### config.mk
export PLATFORM = sky130hd
export DESIGN_NAME = iir_direct_form_two_filter
export DESIGN_NICKNAME = d
export VERILOG_FILES = /design/src/design/iirdf2_pkg.sv /design/src/design/iirdf2_mac.sv /design/src/design/iir_direct_form_two_filter.sv
export SDC_FILE = /design/constraint.sdc
export NUM_CORES = 2
export LEC_CHECK = 0
export BUFFER_PORTS_ARGS = -buffer_cell sky130_fd_sc_hd__clkbuf_2
export CAP_MARGIN = 15
export CORE_ASPECT_RATIO = 0.6
export CORE_MARGIN = 2
export CORE_UTILIZATION = 55
export CTS_CLUSTER_DIAMETER = 40
export CTS_CLUSTER_SIZE = 12
export DETAILED_ROUTE_END_ITERATION = 10
export MAX_ROUTING_LAYER = met4
export PLACE_DENSITY_LB_ADDON = 0.25
export SLEW_MARGIN = 10
export SYNTH_ARGS = -nofsm -noshare
export SYNTH_HDL_FRONTEND = slang
export SYNTH_SLANG_ARGS = --single-unit
export TNS_END_PERCENT = 10
### constraint.sdc
create_clock -name clk_i -period 10.4 [get_ports clk_i]
set_input_delay 1.56 -clock clk_i [delete_from_list [all_inputs] [get_ports clk_i]]
set_output_delay 1.56 -clock clk_i [all_outputs]
set_load 0.01 [all_outputs]
### src/design/iirdf2_pkg.sv
// Shared types and constants for the direct form II IIR filter.
// Used by iirdf2_mac and iir_direct_form_two_filter; depends on nothing else.
package iirdf2_pkg;

  // Filter size and number formats
  localparam int ORDER          = 2;
  localparam int SAMPLE_BITS    = 24;
  localparam int COEF_BITS      = 32;
  localparam int COEF_FRAC_BITS = 28;
  localparam int STATE_BITS     = 40;
  localparam int WFRAC          = STATE_BITS - SAMPLE_BITS - 8;
  localparam int ORDER_BITS     = 2;

  // Shared multiplier: coefficient times one 33-bit slice of a 40-bit delay value
  localparam int SLICE_BITS = 32;
  localparam int OPND_BITS  = SLICE_BITS + 1;
  localparam int PROD_BITS  = COEF_BITS + OPND_BITS;
  localparam int ACC_BITS   = COEF_BITS + STATE_BITS + 4;

  // Sequencer step counts: two partial products per tap
  localparam int FB_STEPS = 2 * ORDER;
  localparam int FF_STEPS = 2 * (ORDER + 1);
  localparam int STEP_W   = $clog2(FF_STEPS);
  localparam int TAP_W    = $clog2(ORDER + 1);
  localparam int DLY_W    = (ORDER > 1) ? $clog2(ORDER) : 1;

  // Configuration port
  localparam int ADDR_BITS = 5;
  localparam int DATA_BITS = 32;
  localparam int REG_IDX_W = 3;

  localparam logic [REG_IDX_W-1:0] REG_NUM_COEF_0     = 3'd0;
  localparam logic [REG_IDX_W-1:0] REG_NUM_COEF_1     = 3'd1;
  localparam logic [REG_IDX_W-1:0] REG_NUM_COEF_2     = 3'd2;
  localparam logic [REG_IDX_W-1:0] REG_DEN_COEF_1     = 3'd3;
  localparam logic [REG_IDX_W-1:0] REG_DEN_COEF_2     = 3'd4;
  localparam logic [REG_IDX_W-1:0] REG_NUM_ORDER_USED = 3'd5;
  localparam logic [REG_IDX_W-1:0] REG_DEN_ORDER_USED = 3'd6;

  localparam logic [COEF_BITS-1:0]  NUM_COEF_0_RESET = 32'h1000_0000;
  localparam logic [ORDER_BITS-1:0] ORDER_MAX        = ORDER_BITS'(ORDER);

  // Input command codes
  localparam logic CMD_FILTER = 1'b0;
  localparam logic CMD_CLEAR  = 1'b1;

  typedef enum logic [2:0] {
    ST_IDLE,
    ST_FB,
    ST_FB_DRAIN,
    ST_W_ROUND,
    ST_FF,
    ST_FF_DRAIN,
    ST_Y_ROUND
  } state_e;

  // Control from the sequencer to the multiply-accumulate unit
  typedef struct packed {
    logic issue;     // start one partial product
    logic hi_part;   // product belongs 32 bits up
    logic subtract;  // subtract instead of add
    logic load;      // overwrite the accumulator
  } mac_ctrl_t;

endpackage

### src/design/iirdf2_mac.sv
// Shared multiply-accumulate unit of the IIR filter: one 32x33 multiplier,
// a product register and a wide accumulator. Depends on iirdf2_pkg.
module iirdf2_mac (
  input  logic                                    clk_i,
  input  logic                                    rst_ni,
  input  iirdf2_pkg::mac_ctrl_t                   ctrl_i,
  input  logic signed [iirdf2_pkg::COEF_BITS-1:0] coef_i,
  input  logic signed [iirdf2_pkg::OPND_BITS-1:0] opnd_i,
  input  logic signed [iirdf2_pkg::ACC_BITS-1:0]  load_val_i,
  output logic signed [iirdf2_pkg::ACC_BITS-1:0]  acc_o
);

  logic signed [iirdf2_pkg::PROD_BITS-1:0] prod_q;
  logic                                    prod_vld_q;
  logic                                    prod_hi_q;
  logic                                    prod_sub_q;
  logic signed [iirdf2_pkg::ACC_BITS-1:0]  acc_q, acc_d;
  logic signed [iirdf2_pkg::ACC_BITS-1:0]  term;

  always_ff @(posedge clk_i) begin
    if (ctrl_i.issue) begin
      prod_q <= coef_i * opnd_i;
    end
  end

  always_ff @(posedge clk_i or negedge rst_ni) begin
    if (!rst_ni) begin
      prod_vld_q <= 1'b0;
      prod_hi_q  <= 1'b0;
      prod_sub_q <= 1'b0;
    end else begin
      prod_vld_q <= ctrl_i.issue;
      prod_hi_q  <= ctrl_i.hi_part;
      prod_sub_q <= ctrl_i.subtract;
    end
  end

  // Align the registered product and fold it into the accumulator in the cycle after issue
  always_comb begin
    term = {{(iirdf2_pkg::ACC_BITS - iirdf2_pkg::PROD_BITS){prod_q[iirdf2_pkg::PROD_BITS-1]}},
            prod_q};
    if (prod_hi_q) begin
      term = term <<< iirdf2_pkg::SLICE_BITS;
    end
    acc_d = acc_q;
    if (ctrl_i.load) begin
      acc_d = load_val_i;
    end else if (prod_vld_q) begin
      acc_d = prod_sub_q ? (acc_q - term) : (acc_q + term);
    end
  end

  always_ff @(posedge clk_i or negedge rst_ni) begin
    if (!rst_ni) begin
      acc_q <= '0;
    end else begin
      acc_q <= acc_d;
    end
  end

  assign acc_o = acc_q;

endmodule

### src/design/iir_direct_form_two_filter.sv
// Direct form II IIR biquad: sequencer, coefficient registers, delay line, output beat.
// A filter beat steps ST_FB, ST_FB_DRAIN, ST_W_ROUND, ST_FF, ST_FF_DRAIN, ST_Y_ROUND;
// a clear beat only zeroes the delay line. A new sample is taken only in ST_IDLE, as the
// shared 32x33 multiplier does ten partial products (two per coefficient) plus rounding.
// Reset (rst_ni low, asynchronous): delay line zero, b0 = 1.0, other coefficients zero,
// both order registers at 2, no result pending. Depends on iirdf2_pkg and iirdf2_mac.
module iir_direct_form_two_filter (
  input  logic                                   clk_i,
  input  logic                                   rst_ni,
  // Input stream
  input  logic                                   s_axis_tvalid,
  output logic                                   s_axis_tready,
  input  logic [iirdf2_pkg::SAMPLE_BITS-1:0]     s_axis_tdata,   // [23:0] sample_in
  input  logic                                   s_axis_tuser,   // [0] command
  input  logic                                   s_axis_tlast,   // block_end_in
  // Output stream
  output logic                                   m_axis_tvalid,
  input  logic                                   m_axis_tready,
  output logic [iirdf2_pkg::SAMPLE_BITS-1:0]     m_axis_tdata,   // [23:0] sample_out
  output logic                                   m_axis_tlast,   // block_end_out
  // Configuration port
  input  logic                                   psel,
  input  logic                                   penable,
  input  logic                                   pwrite,
  input  logic [iirdf2_pkg::ADDR_BITS-1:0]       paddr,
  input  logic [iirdf2_pkg::DATA_BITS-1:0]       pwdata,
  output logic [iirdf2_pkg::DATA_BITS-1:0]       prdata,
  output logic                                   pready
);

  localparam int AccW  = iirdf2_pkg::ACC_BITS;
  localparam int SmpW  = iirdf2_pkg::SAMPLE_BITS;
  localparam int StW   = iirdf2_pkg::STATE_BITS;
  localparam int CoefW = iirdf2_pkg::COEF_BITS;
  localparam int WShift = iirdf2_pkg::COEF_FRAC_BITS;
  localparam int YShift = iirdf2_pkg::WFRAC + iirdf2_pkg::COEF_FRAC_BITS;

  // ---------------------------------------------------------------------------
  // Configuration registers
  // ---------------------------------------------------------------------------
  logic signed [CoefW-1:0]                  num_coef_q [iirdf2_pkg::ORDER+1];
  logic signed [CoefW-1:0]                  den_coef_q [iirdf2_pkg::ORDER];  // a1 at index 0
  logic [iirdf2_pkg::ORDER_BITS-1:0]        num_order_q;
  logic [iirdf2_pkg::ORDER_BITS-1:0]        den_order_q;
  logic                                     cfg_wr;
  logic [iirdf2_pkg::REG_IDX_W-1:0]         cfg_idx;
  logic [iirdf2_pkg::ORDER_BITS-1:0]        order_wr;

  assign pready  = 1'b1;
  assign cfg_wr  = psel & penable & pwrite & pready;
  assign cfg_idx = paddr[iirdf2_pkg::ADDR_BITS-1:2];

  // Clamp an order write to the largest supported tap
  assign order_wr = (pwdata[iirdf2_pkg::ORDER_BITS-1:0] > iirdf2_pkg::ORDER_MAX) ?
                    iirdf2_pkg::ORDER_MAX : pwdata[iirdf2_pkg::ORDER_BITS-1:0];

  always_ff @(posedge clk_i or negedge rst_ni) begin
    if (!rst_ni) begin
      num_coef_q[0] <= iirdf2_pkg::NUM_COEF_0_RESET;
      num_coef_q[1] <= '0;
      num_coef_q[2] <= '0;
      den_coef_q[0] <= '0;
      den_coef_q[1] <= '0;
      num_order_q   <= iirdf2_pkg::ORDER_MAX;
      den_order_q   <= iirdf2_pkg::ORDER_MAX;
    end else if (cfg_wr) begin
      unique case (cfg_idx)
        iirdf2_pkg::REG_NUM_COEF_0:     num_coef_q[0] <= pwdata;
        iirdf2_pkg::REG_NUM_COEF_1:     num_coef_q[1] <= pwdata;
        iirdf2_pkg::REG_NUM_COEF_2:     num_coef_q[2] <= pwdata;
        iirdf2_pkg::REG_DEN_COEF_1:     den_coef_q[0] <= pwdata;
        iirdf2_pkg::REG_DEN_COEF_2:     den_coef_q[1] <= pwdata;
        iirdf2_pkg::REG_NUM_ORDER_USED: num_order_q   <= order_wr;
        iirdf2_pkg::REG_DEN_ORDER_USED: den_order_q   <= order_wr;
        default: ;  // drop writes past the register list
      endcase
    end
  end

  always_comb begin
    unique case (cfg_idx)
      iirdf2_pkg::REG_NUM_COEF_0:     prdata = num_coef_q[0];
      iirdf2_pkg::REG_NUM_COEF_1:     prdata = num_coef_q[1];
      iirdf2_pkg::REG_NUM_COEF_2:     prdata = num_coef_q[2];
      iirdf2_pkg::REG_DEN_COEF_1:     prdata = den_coef_q[0];
      iirdf2_pkg::REG_DEN_COEF_2:     prdata = den_coef_q[1];
      iirdf2_pkg::REG_NUM_ORDER_USED:
        prdata = {{(iirdf2_pkg::DATA_BITS - iirdf2_pkg::ORDER_BITS){1'b0}}, num_order_q};
      iirdf2_pkg::REG_DEN_ORDER_USED:
        prdata = {{(iirdf2_pkg::DATA_BITS - iirdf2_pkg::ORDER_BITS){1'b0}}, den_order_q};
      default: prdata = '0;
    endcase
  end

  // ---------------------------------------------------------------------------
  // Sequencer
  // ---------------------------------------------------------------------------
  iirdf2_pkg::state_e                state_q, state_d;
  logic [iirdf2_pkg::STEP_W-1:0]     step_q, step_d;
  logic                              in_beat;
  logic                              out_free;
  logic                              fb_last;
  logic                              ff_last;

  assign in_beat  = s_axis_tvalid & s_axis_tready;
  assign out_free = ~m_axis_tvalid | m_axis_tready;
  assign fb_last  = (step_q == iirdf2_pkg::STEP_W'(iirdf2_pkg::FB_STEPS - 1));
  assign ff_last  = (step_q == iirdf2_pkg::STEP_W'(iirdf2_pkg::FF_STEPS - 1));

  // Next state
  always_comb begin
    state_d = state_q;
    step_d  = step_q;
    unique case (state_q)
      iirdf2_pkg::ST_IDLE: begin
        step_d = '0;
        if (in_beat && (s_axis_tuser == iirdf2_pkg::CMD_FILTER)) begin
          state_d = iirdf2_pkg::ST_FB;
        end
      end
      iirdf2_pkg::ST_FB: begin
        step_d = step_q + 1'b1;
        if (fb_last) begin
          state_d = iirdf2_pkg::ST_FB_DRAIN;
        end
      end
      iirdf2_pkg::ST_FB_DRAIN: state_d = iirdf2_pkg::ST_W_ROUND;
      iirdf2_pkg::ST_W_ROUND: begin
        step_d  = '0;
        state_d = iirdf2_pkg::ST_FF;
      end
      iirdf2_pkg::ST_FF: begin
        step_d = step_q + 1'b1;
        if (ff_last) begin
          state_d = iirdf2_pkg::ST_FF_DRAIN;
        end
      end
      iirdf2_pkg::ST_FF_DRAIN: state_d = iirdf2_pkg::ST_Y_ROUND;
      iirdf2_pkg::ST_Y_ROUND: begin
        if (out_free) begin
          state_d = iirdf2_pkg::ST_IDLE;
        end
      end
      default: state_d = iirdf2_pkg::ST_IDLE;
    endcase
  end

  always_ff @(posedge clk_i or negedge rst_ni) begin
    if (!rst_ni) begin
      state_q <= iirdf2_pkg::ST_IDLE;
      step_q  <= '0;
    end else begin
      state_q <= state_d;
      step_q  <= step_d;
    end
  end

  // ---------------------------------------------------------------------------
  // Operand selection: step bit 0 picks the low or high slice, the rest the tap
  // ---------------------------------------------------------------------------
  logic signed [StW-1:0]             dly_q [iirdf2_pkg::ORDER];
  logic signed [StW-1:0]             w0_q;
  logic                              blk_end_q;
  logic [iirdf2_pkg::TAP_W-1:0]      tap;
  logic [iirdf2_pkg::TAP_W-1:0]      tap_m1;
  logic signed [StW-1:0]             w_sel;
  logic signed [CoefW-1:0]           coef_sel;
  logic signed [iirdf2_pkg::OPND_BITS-1:0] opnd_sel;
  logic signed [AccW-1:0]            load_val;
  logic signed [AccW-1:0]            acc;
  iirdf2_pkg::mac_ctrl_t             mac_ctrl;

  assign tap    = step_q[iirdf2_pkg::STEP_W-1:1];
  assign tap_m1 = tap - 1'b1;

  always_comb begin
    w_sel    = dly_q[tap[iirdf2_pkg::DLY_W-1:0]];
    coef_sel = '0;
    if (state_q == iirdf2_pkg::ST_FF) begin
      // feed-forward: b0 against w0, b_i against w_i
      w_sel = (tap == '0) ? w0_q : dly_q[tap_m1[iirdf2_pkg::DLY_W-1:0]];
      if (tap <= num_order_q) begin
        coef_sel = num_coef_q[tap];
      end
    end else begin
      // feedback: a_(tap+1) against w_(tap+1); unused taps multiply by zero
      if ((tap + 1'b1) <= den_order_q) begin
        coef_sel = den_coef_q[tap[iirdf2_pkg::DLY_W-1:0]];
      end
    end
    if (step_q[0]) begin
      opnd_sel = {{(iirdf2_pkg::OPND_BITS - (StW - iirdf2_pkg::SLICE_BITS)){w_sel[StW-1]}},
                  w_sel[StW-1:iirdf2_pkg::SLICE_BITS]};
    end else begin
      opnd_sel = {1'b0, w_sel[iirdf2_pkg::SLICE_BITS-1:0]};
    end
  end

  // Outputs of the sequencer
  always_comb begin
    mac_ctrl          = '0;
    mac_ctrl.hi_part  = step_q[0];
    mac_ctrl.subtract = (state_q == iirdf2_pkg::ST_FB);
    load_val          = '0;
    unique case (state_q)
      iirdf2_pkg::ST_IDLE: begin
        // seed the accumulator with x aligned to the product scale
        mac_ctrl.load = in_beat && (s_axis_tuser == iirdf2_pkg::CMD_FILTER);
        load_val = {{(AccW - SmpW){s_axis_tdata[SmpW-1]}}, s_axis_tdata} <<< YShift;
      end
      iirdf2_pkg::ST_FB, iirdf2_pkg::ST_FF: mac_ctrl.issue = 1'b1;
      iirdf2_pkg::ST_W_ROUND: mac_ctrl.load = 1'b1;  // restart for the numerator sum
      default: ;
    endcase
  end

  assign s_axis_tready = (state_q == iirdf2_pkg::ST_IDLE);

  iirdf2_mac u_mac (
    .clk_i      (clk_i),
    .rst_ni     (rst_ni),
    .ctrl_i     (mac_ctrl),
    .coef_i     (coef_sel),
    .opnd_i     (opnd_sel),
    .load_val_i (load_val),
    .acc_o      (acc)
  );

  // ---------------------------------------------------------------------------
  // Rounding: add half an LSB, shift arithmetically, saturate
  // ---------------------------------------------------------------------------
  logic signed [AccW-1:0] w_rnd, w_shf;
  logic signed [AccW-1:0] y_rnd, y_shf;
  logic signed [StW-1:0]  w0_d;
  logic signed [SmpW-1:0] y_d;
  logic                   w_fits;
  logic                   y_fits;

  always_comb begin
    w_rnd  = acc + (AccW'(1) <<< (WShift - 1));
    w_shf  = w_rnd >>> WShift;
    w_fits = (&w_shf[AccW-1:StW-1]) | ~(|w_shf[AccW-1:StW-1]);
    if (w_fits) begin
      w0_d = w_shf[StW-1:0];
    end else begin
      w0_d = w_shf[AccW-1] ? {1'b1, {(StW-1){1'b0}}} : {1'b0, {(StW-1){1'b1}}};
    end

    y_rnd  = acc + (AccW'(1) <<< (YShift - 1));
    y_shf  = y_rnd >>> YShift;
    y_fits = (&y_shf[AccW-1:SmpW-1]) | ~(|y_shf[AccW-1:SmpW-1]);
    if (y_fits) begin
      y_d = y_shf[SmpW-1:0];
    end else begin
      y_d = y_shf[AccW-1] ? {1'b1, {(SmpW-1){1'b0}}} : {1'b0, {(SmpW-1){1'b1}}};
    end
  end

  // ---------------------------------------------------------------------------
  // Delay line, w0 hold and block-end capture
  // ---------------------------------------------------------------------------
  always_ff @(posedge clk_i) begin
    if (in_beat) begin
      blk_end_q <= s_axis_tlast;
    end
    if (state_q == iirdf2_pkg::ST_W_ROUND) begin
      w0_q <= w0_d;
    end
  end

  always_ff @(posedge clk_i or negedge rst_ni) begin
    if (!rst_ni) begin
      for (int i = 0; i < iirdf2_pkg::ORDER; i++) begin
        dly_q[i] <= '0;
      end
    end else if (in_beat && (s_axis_tuser == iirdf2_pkg::CMD_CLEAR)) begin
      for (int i = 0; i < iirdf2_pkg::ORDER; i++) begin
        dly_q[i] <= '0;
      end
    end else if ((state_q == iirdf2_pkg::ST_Y_ROUND) && out_free) begin
      // advance the delay line as the result enters the output register
      for (int i = iirdf2_pkg::ORDER - 1; i > 0; i--) begin
        dly_q[i] <= dly_q[i-1];
      end
      dly_q[0] <= w0_q;
    end
  end

  // ---------------------------------------------------------------------------
  // Output register: hold the beat until the sink takes it
  // ---------------------------------------------------------------------------
  logic               out_vld_q;
  logic [SmpW-1:0]    out_data_q;
  logic               out_last_q;

  always_ff @(posedge clk_i or negedge rst_ni) begin
    if (!rst_ni) begin
      out_vld_q <= 1'b0;
    end else if ((state_q == iirdf2_pkg::ST_Y_ROUND) && out_free) begin
      out_vld_q <= 1'b1;
    end else if (m_axis_tready) begin
      out_vld_q <= 1'b0;
    end
  end

  always_ff @(posedge clk_i) begin
    if ((state_q == iirdf2_pkg::ST_Y_ROUND) && out_free) begin
      out_data_q <= y_d;
      out_last_q <= blk_end_q;
    end
  end

  assign m_axis_tvalid = out_vld_q;
  assign m_axis_tdata  = out_data_q;
  assign m_axis_tlast  = out_last_q;

endmodule
==> summary.txt <==
Critical path
  • CP Buf/Inv Count: 7
  • CP max stage cell: fa_1
  • Reg-to-Reg End: u_mac.prod_q[63]
  • Crit path depth: 32
  • WS Path Type: flop to flop
  • Worst setup EP type: flop
  • Crit path capture: u_mac.prod_q[63]
  • CP Data Arrival Time: ~10,000 ps
  • Worst R2R Path Depth: 32
  • Startpoint types: flop
  • R2R setup slack: ~300 ps
  • CP max FO: 79
  • CP required: about 11,000 ps
  • Delay-heaviest family, CP: adder cells
  • Reg-to-reg startpoint: state_q[1]
  • Most common cell on crit path: fa_1
  • Setup crit start: state_q[1]
  • Crit-path max cell delay: roughly 570 ps

Timing
  • Final setup viols: 0
  • Max Fclk: roughly 100 MHz
  • Fin crit share: a little under 100%
  • Final slew viol count: 0
  • Setup TNS: 0 ps
  • Setup Skew: just over 50 ps
  • Slew headroom: about a quarter
  • Worst Max-Slew Pin Slew: 1140 ps
  • Final Hold Fails: 0
  • RSZ-0062 raised after global routing: true
  • Final worst setup slack: ~300 ps
  • Min Tclk post-route: 10,100 ps

Final layout
  • P&R area growth vs syn: 10.0%
  • Final cell count without fillers: 8,984
  • Layout fillers: between 10,000 and 15,000
  • Total Nets Final: between 8,000 and 9,000
  • Share of layout cells above drive strength 1: about 13%

Outcome
  • Status: finished clean

Flow run
  • Max Cap Violations: 0

Placed design
  • Placed insts: around 8,800
  • Routability cong.: just over 1
  • Setup slack after placement: approximately 29 ps
  • # port buffers: 126
  • Placed wire-length estimate: 183,000 um

Synth
  • Post-synth EDFFs: around 130
  • Share of flip-flops with an asynchronous set or reset: slightly above 70%
  • Synth warnings: 0
  • Cell Area, Synth: between 60,000 and 70,000 um2
  • Synth Instances: 7,242
  • Syn avg cell area: just over 9 um2
  • #FFs+latches synth: ~460
  • Post-synthesis sequential area ratio: a little under a fifth
  • Yosys cell types: between 100 and 150
  • Post-Syn Nets: around 8,700
  • Ys flop type: dfrtp_1

Floorplanning
  • Die area: around 120,000 um2
  • Row Count: 98
  • Initial core utilization: 55.6%
  • Total I/O pin count: 130
  • Die width: roughly 450 um
  • Die Y: between 200 and 300 um
  • Core area: ~120,000 um2

Route
  • Vias: 54,300
  • Total wire length: 228,000 um
  • Post-DRT Antenna Nets: 0
  • Wire length per cell: 25.4 um
  • Initial DRC Count: 6,879
  • DR pass1 iterations: 6
  • Drt via density: 6.05
  • DRC Markers: 0

Clocking
  • Cts bufs inserted: 66
  • Root Driver: clkbuf_16
  • Clk_lat worst skew: ~660 ps
  • H-Tree Depth: 3
  • Clock Tree Buf Depth: 3
  • CTS tree: built
  • Clk sinks: around 460
  • Worst-path clk slew: 60 ps

GRT
  • GRT overflow: 0
  • First-pass GRT wire length: about 340,000 um
  • Antenna violations before repair: 14
  • Largest net degree at the start of global routing: 170
  • Gr usage total: between 30% and 40%
  • Number of global-route vias before repair: 53,400

Hold path
  • Worst hold path class: flop to flop
[logic make-up after synthesis]
group	share of synthesized area, %
multiplexers	6.20
AO/OA/AOI/OAI	10.1
XOR/XNOR	3.74
other	0.00564
AND/OR/NAND/NOR	14.2
buffers and inverters	8.81
flip-flops	18.3
adder cells (fa/ha/maj)	38.6
[worst min path at each step]
stage | slack, ps | from | endpoint | cells past startpoint
floorplan | 400 | blk_end_q | m_axis_tlast | 0
global placement | 400 | blk_end_q | m_axis_tlast | 0
detailed placement | 420 | blk_end_q | m_axis_tlast | 0
CTS | 430 | blk_end_q | m_axis_tlast | 0
global route | 440 | blk_end_q | m_axis_tlast | 0
finish | 430 | blk_end_q | m_axis_tlast | 0
[metrics by stage]
stage                     util, %  instance area [um2]  hold slack (ps)
after floorplan                 -                66500              400
final                        61.2                73200              427
after detailed placement     58.9                70500              417
after global placement       58.9                70400              402
after global routing         61.2                73200              441
after CTS                    60.9                72800              431
[metal layers]
| metal | vias to the layer above | part of all wire [%] | GRT usage [%] |
|---|---|---|---|
| met5 | - | 0 | - |
| met4 | 0 | 1.8 | 6.95 |
| met3 | 290 | 17 | 15.8 |
| met2 | 3254 | 37 | 46.7 |
| met1 | 27500 | 44 | 58.6 |
| li1 | 23300 | - | - |
[final cells by class]
| type | instances | area (um2) | area share [%] |
|---|---|---|---|
| Clock inverter | 39 | 546 | 0.745 |
| Multi-Input combinational cell | 5259 | 48900 | 66.9 |
| Clock buffer | 80 | 1810 | 2.47 |
| Tap cell | 1600 | 2000 | 2.74 |
| Inverter | 1086 | 4080 | 5.57 |
| Timing Repair Buffer | 445 | 3570 | 4.88 |
| Antenna cell | 14 | 35.0 | 0.0479 |
| Sequential cell | 461 | 12200 | 16.7 |
[timing repair]
item                                    in CTS  in global routing
hold buffers                                 0                  0
endpoints found under the setup margin       4                 16
resized for setup                            2                 49
setup buffers                                0                  8
cloned                                       0                  1
pin swaps                                    0                  4
[state kept, by name, indices dropped and copies added, names as in the netlist, 2 cells and up]
signal / flops
m_axis_tdata: 24
u_mac.prod_q: 65
num_order_q: 2
num_coef_q: 96
dly_q: 80
state_q: 3
step_q: 3
den_order_q: 2
w0_q: 40
u_mac.acc_o: 76
den_coef_q: 64
[cell usage after synthesis, types with 7 or more instances]
| master | instances | area share (%) |
|---|---|---|
| fa_1 | 1114 | 34 |
| inv_1 | 1085 | 6.1 |
| nand2_1 | 842 | 4.8 |
| nor2_1 | 827 | 4.7 |
| a21oi_1 | 338 | 2.5 |
| dfrtp_1 | 327 | 12 |
| clkbuf_1 | 317 | 1.8 |
| ha_1 | 271 | 5.1 |
| o21ai_0 | 193 | 1.5 |
| mux2_2 | 174 | 2.9 |
| xnor2_1 | 150 | 2.0 |
| mux2i_1 | 144 | 2.2 |
| xor2_1 | 134 | 1.8 |
| edfxtp_1 | 131 | 5.9 |
| a21o_1 | 108 | 1.2 |
| nor3_1 | 82 | 0.62 |
| o22ai_1 | 80 | 0.75 |
| nand3_1 | 77 | 0.58 |
| buf_2 | 51 | 0.38 |
| nand2b_1 | 51 | 0.48 |
| o21a_1 | 51 | 0.58 |
| buf_1 | 49 | 0.28 |
| o21ai_1 | 45 | 0.34 |
| nand4_1 | 44 | 0.41 |
| nor2b_1 | 41 | 0.39 |
| a31oi_1 | 40 | 0.38 |
| or2_2 | 39 | 0.37 |
| o21bai_1 | 33 | 0.37 |
| mux4_2 | 32 | 1.1 |
| and3_1 | 31 | 0.29 |
| and2_1 | 30 | 0.28 |
| o221ai_1 | 29 | 0.38 |
| o22a_1 | 29 | 0.38 |
| a211oi_1 | 17 | 0.19 |
| nor4_1 | 17 | 0.16 |
| nor3b_1 | 16 | 0.18 |
| or3_1 | 16 | 0.15 |
| o21ai_2 | 13 | 0.17 |
| buf_4 | 10 | 0.11 |
| o211ai_1 | 9 | 0.10 |
| o31ai_1 | 9 | 0.10 |
| a41oi_1 | 8 | 0.11 |
| clkbuf_2 | 7 | 0.053 |
[placed cells by master, fill, tap and decap left out, drive strengths merged, types with 42 or more instances in the layout]
cell and count:
clkbuf 205, ha 271, o21a 51, edfxtp 131
buf 320, o22ai 81, nand2 843, mux2 174
a21o 108, inv 1094, a21oi 339, mux2i 144
xor2 134, xnor2 150, fa 1114, nor3 86
o21ai 251, nand3 80, dfrtp 327, nor2 829
a31oi 42, nand4 46, nand2b 51
Power is not shown: default switching activity piles up to over one toggle a cycle in this logic, so the estimate is an artifact.
